==> src/rtl/core/iphc_pkg.sv <==
// ============================================================================
// IPv4 receive header checker package
// Shared types and constants for the header checker: the per-frame summary
// handed from the byte parser to the verdict stage, verdict codes, and
// configuration register indexes.
// ============================================================================
package iphc_pkg;

    // Link header length in bytes and the saturation value of the byte counter.
    localparam int unsigned LINK_HDR_BYTES = 14;
    localparam int unsigned COUNT_W        = 17;
    localparam logic [COUNT_W-1:0] COUNT_MAX = 17'h1FFFF;

    // Shortest frame that holds a link header and a minimal IPv4 header.
    localparam logic [COUNT_W-1:0] MIN_FRAME_LEN = 17'd34;

    // Header field constants.
    localparam logic [3:0]  IP_VERSION_4 = 4'h4;
    localparam logic [3:0]  IHL_MIN      = 4'd5;
    localparam logic [15:0] CSUM_GOOD    = 16'hFFFF;
    localparam logic [31:0] ADDR_BCAST   = 32'hFFFF_FFFF;

    // Protocol numbers that get their own class.
    localparam logic [7:0] PROTO_ICMP = 8'd1;
    localparam logic [7:0] PROTO_TCP  = 8'd6;
    localparam logic [7:0] PROTO_UDP  = 8'd17;

    // Configuration register indexes.
    localparam int unsigned CFG_INDEX_W = 2;
    localparam logic [CFG_INDEX_W-1:0] CFG_LOCAL_ADDR = 2'd0;
    localparam logic [CFG_INDEX_W-1:0] CFG_FILTER_EN  = 2'd1;

    // Verdict codes.
    typedef enum logic [3:0] {
        VERDICT_ICMP        = 4'd0,
        VERDICT_UDP         = 4'd1,
        VERDICT_TCP         = 4'd2,
        VERDICT_OTHER       = 4'd3,
        VERDICT_SHORT       = 4'd4,
        VERDICT_VERSION     = 4'd5,
        VERDICT_IHL         = 4'd6,
        VERDICT_HDR_BEYOND  = 4'd7,
        VERDICT_TOT_BEYOND  = 4'd8,
        VERDICT_CSUM        = 4'd9,
        VERDICT_FRAG        = 4'd10,
        VERDICT_NOT_OURS    = 4'd11,
        VERDICT_TOTAL_SHORT = 4'd12
    } verdict_t;

    // Everything the verdict stage needs to know about one finished frame.
    typedef struct packed {
        logic [COUNT_W-1:0] frame_len;
        logic [7:0]         version_ihl;
        logic [20:0]        sum_acc;
        logic [15:0]        total_length;
        logic [15:0]        frag_word;
        logic [7:0]         proto;
        logic [31:0]        source;
        logic [31:0]        dest;
    } frame_sum_t;

endpackage

==> src/rtl/core/iphc_back.sv <==
// ============================================================================
// IPv4 header checker verdict stage
// Judges one queued frame summary per cycle while the output register is free or
// being drained, and holds the result there until the downstream side takes it.
// ============================================================================
module iphc_back
(
    input  logic                 clk,
    input  logic                 rst_n,
    input  logic [31:0]          local_addr,
    input  logic                 addr_filter_enable,
    input  logic                 q_empty,
    input  iphc_pkg::frame_sum_t q_data,
    output logic                 q_pop,
    output logic                 out_valid,
    input  logic                 out_stall,
    output logic [3:0]           verdict,
    output logic [7:0]           protocol,
    output logic [31:0]          src_addr,
    output logic [6:0]           payload_offset,
    output logic [15:0]          payload_length
);
    import iphc_pkg::*;

    logic        out_valid_reg, out_valid_next;
    verdict_t    verdict_reg, verdict_next;
    logic [7:0]  protocol_reg;
    logic [31:0] src_addr_reg;
    logic [6:0]  payload_offset_reg, payload_offset_next;
    logic [15:0] payload_length_reg, payload_length_next;

    logic [5:0]         hlen;
    logic [COUNT_W-1:0] hdr_end;
    logic [COUNT_W-1:0] tot_end;
    logic [16:0]        fold1;
    logic [15:0]        fold2;

    // Header length, end offsets and the folded one's complement sum.
    assign hlen    = {q_data.version_ihl[3:0], 2'b00};
    assign hdr_end = COUNT_W'(LINK_HDR_BYTES) + {{(COUNT_W-6){1'b0}}, hlen};
    assign tot_end = COUNT_W'(LINK_HDR_BYTES) + {{(COUNT_W-16){1'b0}}, q_data.total_length};
    assign fold1   = {1'b0, q_data.sum_acc[15:0]} + {12'd0, q_data.sum_acc[20:16]};
    assign fold2   = fold1[15:0] + {15'd0, fold1[16]};

    // Checks in priority order; a frame that passes is classed by protocol.
    always_comb
    begin
        payload_offset_next = '0;
        payload_length_next = '0;
        if (q_data.frame_len < MIN_FRAME_LEN)
        begin
            verdict_next = VERDICT_SHORT;
        end
        else if (q_data.version_ihl[7:4] != IP_VERSION_4)
        begin
            verdict_next = VERDICT_VERSION;
        end
        else if (q_data.version_ihl[3:0] < IHL_MIN)
        begin
            verdict_next = VERDICT_IHL;
        end
        else if (hdr_end > q_data.frame_len)
        begin
            verdict_next = VERDICT_HDR_BEYOND;
        end
        else if (tot_end > q_data.frame_len)
        begin
            verdict_next = VERDICT_TOT_BEYOND;
        end
        else if (fold2 != CSUM_GOOD)
        begin
            verdict_next = VERDICT_CSUM;
        end
        else if (q_data.frag_word[13:0] != '0)
        begin
            verdict_next = VERDICT_FRAG;
        end
        else if (addr_filter_enable && (q_data.dest != local_addr)
                 && (q_data.dest != ADDR_BCAST))
        begin
            verdict_next = VERDICT_NOT_OURS;
        end
        else if (q_data.total_length < {10'd0, hlen})
        begin
            verdict_next = VERDICT_TOTAL_SHORT;
        end
        else
        begin
            payload_offset_next = 7'(LINK_HDR_BYTES) + {1'b0, hlen};
            payload_length_next = q_data.total_length - {10'd0, hlen};
            if (q_data.proto == PROTO_ICMP)
            begin
                verdict_next = VERDICT_ICMP;
            end
            else if (q_data.proto == PROTO_UDP)
            begin
                verdict_next = VERDICT_UDP;
            end
            else if (q_data.proto == PROTO_TCP)
            begin
                verdict_next = VERDICT_TCP;
            end
            else
            begin
                verdict_next = VERDICT_OTHER;
            end
        end
    end

    // Take a new summary whenever the output register is empty or being drained.
    assign q_pop          = !q_empty && (!out_valid_reg || !out_stall);
    assign out_valid_next = q_pop || (out_valid_reg && out_stall);

    always_ff @(posedge clk or negedge rst_n)
    begin
        if (!rst_n)
        begin
            out_valid_reg <= 1'b0;
        end
        else
        begin
            out_valid_reg <= out_valid_next;
        end
    end

    // Result payload, loaded only on a new summary.
    always_ff @(posedge clk)
    begin
        if (q_pop)
        begin
            verdict_reg        <= verdict_next;
            protocol_reg       <= q_data.proto;
            src_addr_reg       <= q_data.source;
            payload_offset_reg <= payload_offset_next;
            payload_length_reg <= payload_length_next;
        end
    end

    assign out_valid      = out_valid_reg;
    assign verdict        = verdict_reg;
    assign protocol       = protocol_reg;
    assign src_addr       = src_addr_reg;
    assign payload_offset = payload_offset_reg;
    assign payload_length = payload_length_reg;

    // A dropped frame reports no payload, and a popped summary always reaches the output.
    assert property (@(posedge clk) disable iff (!rst_n)
        (out_valid_reg && (verdict_reg >= VERDICT_SHORT))
        |-> (payload_offset_reg == '0) && (payload_length_reg == '0))
        else $error("dropped frame reports a payload");
    assert property (@(posedge clk) disable iff (!rst_n) q_pop |=> out_valid_reg)
        else $error("popped summary did not reach the output register");

endmodule

==> config.mk <==
export PLATFORM = sky130hd
export DESIGN_NAME = iphc_back
export DESIGN_NICKNAME = d
export VERILOG_FILES = /design/src/rtl/core/iphc_pkg.sv /design/src/rtl/core/iphc_back.sv
export SDC_FILE = /design/constraint.sdc
export NUM_CORES = 1
export LEC_CHECK = 0
export BUFFER_PORTS_ARGS = -buffer_cell sky130_fd_sc_hd__buf_2
export CAP_MARGIN = 40
export CORE_UTILIZATION = 34
export CTS_CLUSTER_SIZE = 20
export DETAILED_ROUTE_END_ITERATION = 10
export RECOVER_POWER = 100
export SYNTH_ARGS = -nofsm -noshare
export SYNTH_HDL_FRONTEND = slang
export SYNTH_SLANG_ARGS = --single-unit
export TNS_END_PERCENT = 10
==> constraint.sdc <==
create_clock -name clk -period 7.8 [get_ports clk]
set_input_delay 0.39 -clock clk [delete_from_list [all_inputs] [get_ports clk]]
set_output_delay 0.39 -clock clk [all_outputs]
set_load 0.05 [all_outputs]
==> run_results.csv, run 1 <==
group,metric,value,unit
clocking,cts_tree,"yes",
clocking,hold_buffers,1,
detailed_routing,wl,13200,um
synthesis,syn_inst,445,
synthesis,synth_nets,669,
finish,final_common_cell,"buf_2",
timing,hold_viol,0,
setup_path,path_max_fanout,18,
setup_path,start_kind,"input port",
synthesis,synthTopCellsByArea,"edfxtp_1, ha_1, xor2_1",
power,p_sw,308,uW
timing,min_period_over_period,0.534,
clocking,clk_latency,320,ps
detailed_routing,drt-initial-drc-count,262,
finish,largest_reg_flops,32,
finish,drive_gt1_frac,0.279,
timing,fin_setup_tns,0,ps
finish,nets,928,
clocking,numCtsBuffers,9,
synthesis,synth_top_area_cell,"edfxtp_1",
setup_path,arrival,4300,ps
synthesis,yosysSeqAreaShare,0.438,
power,swShare,0.274,
outcome,violations,"max-capacitance violations, max-slew violations",
placed_design,routabilityCongestion,0.939,
clocking,post_cts_resized,0,
clocking,cts.sinks,67,
placed_design,io_buffers,252,
outcome,status,"finished, violations left",
setup_path,path_class,"input port to register",
setup_path,worstPathRequired,7930,ps
die,die_h,118,um
job,cap_violations,1,
min_path,hp-class,"input port to register",
timing,setup_viol,0,
synthesis,yosysUniqueCellTypes,56,
detailed_routing,antenna_left,0,
detailed_routing,route.detailed.drc,0,
grt,grt_use_total,0.190,
clocking,clockRootBuffer,"clkbuf_16",
timing,setup_ws,3640,ps
synthesis,synthFlopType,"edfxtp_1",
timing,worst_pin_slew,3370,ps
setup_path,r2r-start,"out_valid",
power,power_density,179,nW/um^2
power,power_leakage,0.00270,uW
synthesis,yosysWarningCount,0,
power,p_seq_frac,0.375,
detailed_routing,via_per_inst,4.91,
clocking,post_cts_buffers,0,
synthesis,async_flop_share,0.0149,
detailed_routing,routedWlPerCell,14.8,um
min_path,hp-start,"q_data[44]",
grt,grt_pass1_vias,4293,
timing,max_freq,0.240,GHz
die,die_w,118,um
grt,overflow,0,
setup_path,worstSetupStartpoint,"q_data[89]",
placed_design,dp_worst_setup_slack,3630,ps
detailed_routing,route.vias.total,4355,
timing,fin_skew,2.70,ps
power,peakVddDrop,0.0000946,V
grt,grt_pass1_wl,20600,um
synthesis,synth_edf_count,66,
finish,final_cell_mix,"buf_2, clkbuf_1, edfxtp_1",
synthesis,syn_area,4590,um^2
timing,period_minus_slack,4160,ps
detailed_routing,first_pass_iters,4,
timing,slew_headroom,-1.25,
die,io_pins,256,
die,core,13200,um^2
timing,drv_slew,67,
power,intPower,818,uW
clocking,path_clk_slew,50,ps
grt,grt_max_degree,67,
finish,fillers,1319,
die,row_count,42,
timing,rsz0062_at_grt,"false",
finish,area_growth,37.0,%
power,comb_power_share,0.234,
synthesis,syn_area_per_cell,10.3,um^2
synthesis,synth_top_area_frac,0.432,
grt,antenna_found_initial,2,
die,start_util,0.348,
clocking,cts_max_path_buffers,2,
setup_path,worst_setup_path_end_kind,"register",
synthesis,synth-seq-cells,67,
clocking,htreeDepth,3,
die,fp.dieArea,14000,um^2
power,clock_power_share,0.391,
placed_design,hpwlAfterDp,11300,um
## final cells by class
cell class / count / area (um^2) / area share
Multi-Input combinational cell: 337 / 2400 / 0.383
Sequential cell: 67 / 2010 / 0.319
Timing Repair Buffer: 255 / 1180 / 0.188
Clock buffer: 13 / 270 / 0.0430
Tap cell: 176 / 220 / 0.0350
Inverter: 34 / 128 / 0.0203
Clock inverter: 3 / 68.8 / 0.0109
Antenna cell: 2 / 5.00 / 0.000796
## synth_stat cells (all sizes together), types with 2 or more instances
cell type and number:
o2111ai 4, nor3 12, xnor2 24, clkbuf 3, nand4 18, or4 2
nor2b 11, o22ai 4, and3 9, a211oi 4, o2111a 2, nand2b 3
and4 2, ha 35, a21oi 15, o21a 6, nand2 27, nand3 8
a21o 4, nor4 23, o21ai 12, a31oi 5, and2 2, nor2 41
inv 34, xor2 40, fa 2, or4b 2, or2 2, buf 4
o211ai 2, edfxtp 66, nand3b 2
## stage by stage
step	std cells	util	cell area (um^2)	total power (uW)	hold WS, ps
6_report	887	0.476	6280	1130	242
4_1_cts	885	0.486	6410	1140	227
3_3_place_gp	867	0.458	6040	691	165
5_1_grt	887	0.476	6280	1180	220
2_1_floorplan	445	-	4590	597	94.4
3_5_place_dp	868	0.459	6060	697	167
## layer usage
| metal | vias up | part of all wire | global-route usage |
|---|---|---|---|
| met3 | 22 | 0.063 | 0.0338 |
| met2 | 207 | 0.51 | 0.354 |
| met4 | 0 | 0.031 | 0.0817 |
| li1 | 2164 | - | - |
| met5 | - | 0 | 0 |
| met1 | 1962 | 0.40 | 0.210 |
## critical path, cell delays in order
cell       delay [ps]
clkbuf_1          120
inv_1             100
ha_1              230
nand2_1            80
and3_1            190
nor2b_1           260
xor2_1            230
ha_1              290
a21oi_1           170
nand2_1            80
a211oi_1          210
o21ai_0           110
o21ai_0           470
nor3b_1           320
o2111ai_1         330
clkbuf_1          430
nor4_1            280
## cell families after synthesis
| family | Yosys count | synth area share |
|---|---|---|
| xor+xnor | 64 | 0.122 |
| flops | 67 | 0.438 |
| fa+ha+maj | 37 | 0.104 |
| simple gates | 168 | 0.195 |
| buf+inv | 41 | 0.0371 |
| compound gates | 66 | 0.101 |
| mux | 1 | 0.00245 |
| other cells | 1 | 0.000818 |
## final timing paths
check                                     to  cells past startpoint  slack (ps)
setup / recovery           payload_offset[6]                     17        3640
hold / removal                  src_addr[12]                      1         240
setup reg to reg                 protocol[0]                      2        4330
hold reg to reg                    out_valid                      2         570
max in group asynchronous          out_valid                      2        7340
min in group asynchronous          out_valid                      2         380
## power by group through the flow
stage          logic, uW  clock network [uW]  registers (uW)
2_1_floorplan        106                   0             490
3_3_place_gp         264                   0             427
3_5_place_dp         269                   0             427
4_1_cts              271                 451             420
5_1_grt              286                 468             425
6_report             263                 440             423
Power figures use the tool's default switching activity.
==> inputs of run 2 (changes only) <==
ABC_AREA = 1   (was unset)
clock period = 4 ns   (was 7.8 ns; I/O delays follow)
==> run_results.csv, run 2 <==
group,metric,value,unit
clocking,cts_max_path_buffers,2,
clocking,post_cts_resized,0,
synthesis,yosysUniqueCellTypes,42,
synthesis,synth.most_common_cell,"nand2_1",
finish,area_growth,33.2,%
detailed_routing,drt-initial-drc-count,288,
setup_path,path_max_fanout,22,
power,power_density,332,nW/um^2
detailed_routing,antenna_left,0,
synthesis,synth_top_area_cell,"edfxtp_1",
clocking,post_cts_buffers,0,
placed_design,io_buffers,252,
clocking,cts_tree,"yes",
setup_path,path_class,"input port to register",
timing,rsz0062_at_grt,"false",
clocking,cts.sinks,67,
grt,grt_max_degree,40,
synthesis,syn_area_per_cell,7.99,um^2
finish,final_common_cell,"buf_2",
finish,largest_reg_flops,32,
outcome,violations,"design-rule violations",
timing,hold_viol,0,
finish,fillers,1556,
placed_design,hpwlAfterDp,12500,um
timing,drv_slew,0,
timing,period_minus_slack,3560,ps
setup_path,arrival,3730,ps
power,power_leakage,0.00330,uW
synthesis,synthFlopType,"edfxtp_1",
finish,antenna_cells,0,
grt,grt_pass1_wl,23600,um
clocking,path_clk_slew,60,ps
clocking,clockRootBuffer,"clkbuf_16",
min_path,hp-class,"input port to register",
grt,antenna_found_initial,0,
detailed_routing,first_pass_iters,7,
timing,setup_viol,0,
synthesis,yosys-top-cells-count,"nand2_1, inv_1, edfxtp_1",
timing,fin_setup_tns,0,ps
finish,final_cell_area,6890,um^2
synthesis,synth_edf_count,66,
detailed_routing,routedWlPerCell,13.3,um
synthesis,yosysSeqAreaShare,0.388,
finish,final_cell_mix,"buf_2, nand2_1, inv_1",
detailed_routing,wl,14700,um
detailed_routing,route.vias.total,5107,
setup_path,worstPathRequired,4170,ps
setup_path,start_kind,"input port",
die,core,14700,um^2
synthesis,async_flop_share,0.0149,
placed_design,routabilityCongestion,0.887,
grt,grt_pass1_vias,4840,
setup_path,ff2ff_path_depth,3,
synthesis,synth_top_area_frac,0.383,
min_path,hold_path_depth,2,
die,die_h,125,um
clocking,hold_buffers,1,
power,peakVddDrop,0.000177,V
finish,drive_gt1_frac,0.258,
job,cap_violations,0,
die,row_count,44,
synthesis,syn_inst,647,
clocking,htreeDepth,3,
die,start_util,0.352,
clocking,numCtsBuffers,9,
synthesis,yosysWarningCount,0,
clocking,clk_latency,330,ps
grt,grt_use_total,0.189,
synthesis,synthTopCellsByArea,"edfxtp_1, nand2_1, ha_1",
die,die_w,125,um
setup_path,worst_setup_path_end_kind,"register",
synthesis,syn_area,5170,um^2
placed_design,place_area,6720,um^2
finish,nets,1137,
finish,regArea,2010,um^2
outcome,status,"finished, violations left",
timing,max_freq,0.281,GHz
timing,fin_skew,7.46,ps
timing,worst_pin_slew,1330,ps
detailed_routing,route.detailed.drc,22,
timing,min_period_over_period,0.889,
synthesis,synth-seq-cells,67,
finish,multi_input_area,2710,um^2
timing,holdWs,45.2,ps
grt,overflow,0,
synthesis,synth_nets,871,
timing,slew_headroom,0.116,
detailed_routing,via_per_inst,4.63,
die,fp.dieArea,15700,um^2
die,io_pins,256,
[run 2: through the flow]
stage / utilization / worst slack (ps) / instances / total power (uW)
5_1_grt: 0.469 / 29.0 / 1102 / 2400
3_5_place_dp: 0.457 / 134 / 1085 / 1410
6_report: 0.469 / 442 / 1102 / 2290
2_1_floorplan: - / 691 / 647 / 1200
3_3_place_gp: 0.456 / 257 / 1084 / 1400
4_1_cts: 0.482 / 463 / 1102 / 2330
[run 2: layer usage]
metal	track usage	share of wire	vias up
met5	0	0	-
li1	-	-	2700
met2	0.315	0.46	165
met4	0.0581	0.012	0
met1	0.246	0.47	2230
met3	0.0381	0.063	12
[run 2: worst max-delay path, cell delays in order]
cell	delay, ps
buf_2	80
ha_1	210
inv_1	70
fa_1	390
inv_1	90
nand3_1	140
nand2_2	140
nand2_2	60
nand2_2	70
nand3_1	140
nor2_1	200
ha_1	200
ha_1	170
inv_1	50
nor2_1	150
nand3_1	110
nor2_1	90
nand2_1	60
nor2_1	120
nand3_1	90
nand2_1	60
nand2_1	60
nor2_2	140
nand3_2	110
nor2_2	110
nand3_1	90
buf_6	180
a21oi_1	130
[run 2: cells by family after synthesis]
| logic type | synth area share |
|---|---|
| fa+ha+maj | 0.0924 |
| xor+xnor | 0.0593 |
| compound gates | 0.0651 |
| buf+inv | 0.0784 |
| other cells | 0.000725 |
| flops | 0.388 |
| simple gates | 0.316 |
[run 2: cell type report]
cell class	instances	share of cell area
Inverter	99	0.0540
Timing Repair Buffer	259	0.177
Multi-Input combinational cell	477	0.393
Clock buffer	9	0.0327
Tap cell	184	0.0334
Clock inverter	7	0.0180
Sequential cell	67	0.291
[run 2: where the power goes]
part | internal, uW | total, uW | switching (uW)
registers | 812 | 821 | 9.00
logic | 186 | 554 | 368
clock network | 614 | 911 | 298
total | 1610 | 2290 | 675
[run 2: final timing paths]
kind / startpoint / endpoint / slack, ps
hold / removal: q_empty / out_valid / 50
hold reg to reg: out_valid / out_valid / 500
min in group asynchronous: rst_n / out_valid / 180
max in group asynchronous: rst_n / out_valid / 3740
setup reg to reg: out_valid / protocol[2] / 1010
setup / recovery: q_data[104] / payload_length[8] / 440
==> inputs of run 3 (changes only) <==
PLACE_DENSITY = 0.72   (was unset)
SLEW_MARGIN = 20   (was unset)
==> run_results.csv, run 3 (same netlist as run 2, synthesis figures left out) <==
group,metric,value,unit
timing,slew_headroom,0.254,
finish,regArea,2010,um^2
grt,met1_usage,0.220,
clocking,cts_tree,"yes",
detailed_routing,wl,14400,um
grt,grt_use_met3,0.0372,
min_path,hp-class,"input port to register",
die,die_w,125,um
detailed_routing,route.vias.total,5212,
setup_path,worst_setup_path_end_kind,"register",
power,power_leakage,0.00324,uW
die,row_count,44,
placed_design,io_buffers,252,
min_path,hp-start,"q_empty",
finish,final_common_cell,"buf_2",
finish,fillers,1509,
setup_path,path_class,"input port to register",
timing,period_minus_slack,3590,ps
die,start_util,0.352,
die,fp.dieArea,15700,um^2
outcome,violations,"design-rule violations",
clocking,numCtsBuffers,9,
grt,grt_pass1_wl,22800,um
die,io_pins,256,
timing,drv_slew,0,
timing,hold_viol,0,
detailed_routing,routedWlPerCell,13.0,um
timing,fin_skew,6.57,ps
power,total_power,2050,uW
detailed_routing,drt-initial-drc-count,238,
setup_path,reg2reg_to,"protocol[5]",
grt,grt_use_total,0.181,
die,die_h,125,um
placed_design,hpwlAfterDp,12400,um
setup_path,arrival,3770,ps
finish,largest_reg_flops,32,
grt,grt_pass1_vias,4925,
clocking,path_clk_slew,50,ps
finish,drive_gt1_frac,0.254,
clocking,post_cts_buffers,0,
detailed_routing,via_per_inst,4.73,
setup_path,ff2ff_path_depth,3,
detailed_routing,antenna_left,0,
grt,grt.busiest_layer,"met2",
timing,setup_viol,0,
clocking,cts.sinks,67,
setup_path,worstSetupStartpoint,"q_data[104]",
die,core,14700,um^2
clocking,cts_max_path_buffers,2,
placed_design,place_area,6700,um^2
power,power_density,301,nW/um^2
setup_path,cp-endpoint,"payload_length[3]",
grt,overflow,0,
clocking,clockRootBuffer,"clkbuf_16",
finish,multi_input_area,2720,um^2
finish,final_cell_area,6800,um^2
grt,grt_max_degree,23,
job,cap_violations,0,
placed_design,routabilityCongestion,0.920,
timing,rsz0062_at_grt,"false",
finish,area_growth,31.6,%
timing,fin_setup_tns,0,ps
setup_path,worstPathRequired,4180,ps
placed_design,dp_worst_setup_slack,65.8,ps
clocking,clk_latency,320,ps
timing,max_freq,0.279,GHz
timing,setup_ws,411,ps
detailed_routing,route.detailed.drc,20,
finish,final_cell_mix,"buf_2, nand2_1, inv_1",
grt,antenna_found_initial,3,
timing,min_period_over_period,0.897,
outcome,status,"finished, violations left",
grt,met2_usage,0.304,
clocking,htreeDepth,3,
detailed_routing,first_pass_iters,8,
setup_path,r2r-start,"out_valid",
finish,nets,1137,
setup_path,start_kind,"input port",
power,peakVddDrop,0.000214,V
setup_path,path_max_fanout,11,
setup_path,r2r_slack,570,ps
timing,worst_pin_slew,1120,ps
## run 3: changes by cell type in the layout (fill, tap and decap cells not counted), sizes merged
cell    change
clkinv      +3
diode       +2
clkbuf      +7
bufinv      -3
buf         -6
inv         -2
## run 3: worst min-delay path by stage
stage	end	slack, ps	depth (start not counted)
final	out_valid	50	2
after global routing	src_addr[23]	30	1
after CTS	src_addr[23]	40	1
after detailed placement	out_valid	-20	1
after global placement	out_valid	-20	1
after floorplan	out_valid	-100	0
## run 3: metal layers
layer | part of all wire | vias to the layer above
li1 | - | 2702
met1 | 0.43 | 2271
met2 | 0.46 | 200
met3 | 0.075 | 39
met4 | 0.033 | 0
met5 | 0 | -
## run 3: power breakdown
part / switching [uW] / internal, uW
clock: 258 / 412
sequential: 8.45 / 812
combinational: 370 / 185
## run 3: critical path, stage by stage
cell	delay, ps
buf_2	80
ha_1	200
inv_1	70
fa_1	390
inv_1	140
nand3_1	140
nand2_2	130
nand2_2	60
nand2_2	70
nand3_1	150
nor2_2	140
ha_1	170
ha_1	170
inv_1	60
nor2_1	140
nand3_1	110
nor2_1	90
nand2_1	50
nor2_1	150
nor2_1	60
nor2_1	100
nand2_1	90
nor2_4	120
nand3_2	100
nor2_2	130
nand3_2	110
clkbuf_4	230
nor2_1	110
## run 3: final cells by class
cell class,count,share of cell area
clock inverter,5,0.00460
clock buffer,10,0.0337
sequential,67,0.295
antenna,2,0.000736
tap,184,0.0338
inverter,99,0.0546
timing repair buffer,259,0.177
multi-input combinational,477,0.400
## run 3: timing repair
| item | in CTS | in global routing |
|---|---|---|
| setup endpoints to repair | 0 | 1 |
| hold buffers | 1 | 0 |
| hold endpoints to repair | 1 | 0 |
| gates resized for setup | 0 | 1 |
## run 3: through the flow
stage,hold WS [ps],cells,util
3_3_place_gp,-24.0,1084,0.454
6_report,50.6,1103,0.463
3_5_place_dp,-23.9,1085,0.456
5_1_grt,32.1,1103,0.463
2_1_floorplan,-95.6,647,-
4_1_cts,38.1,1101,0.474
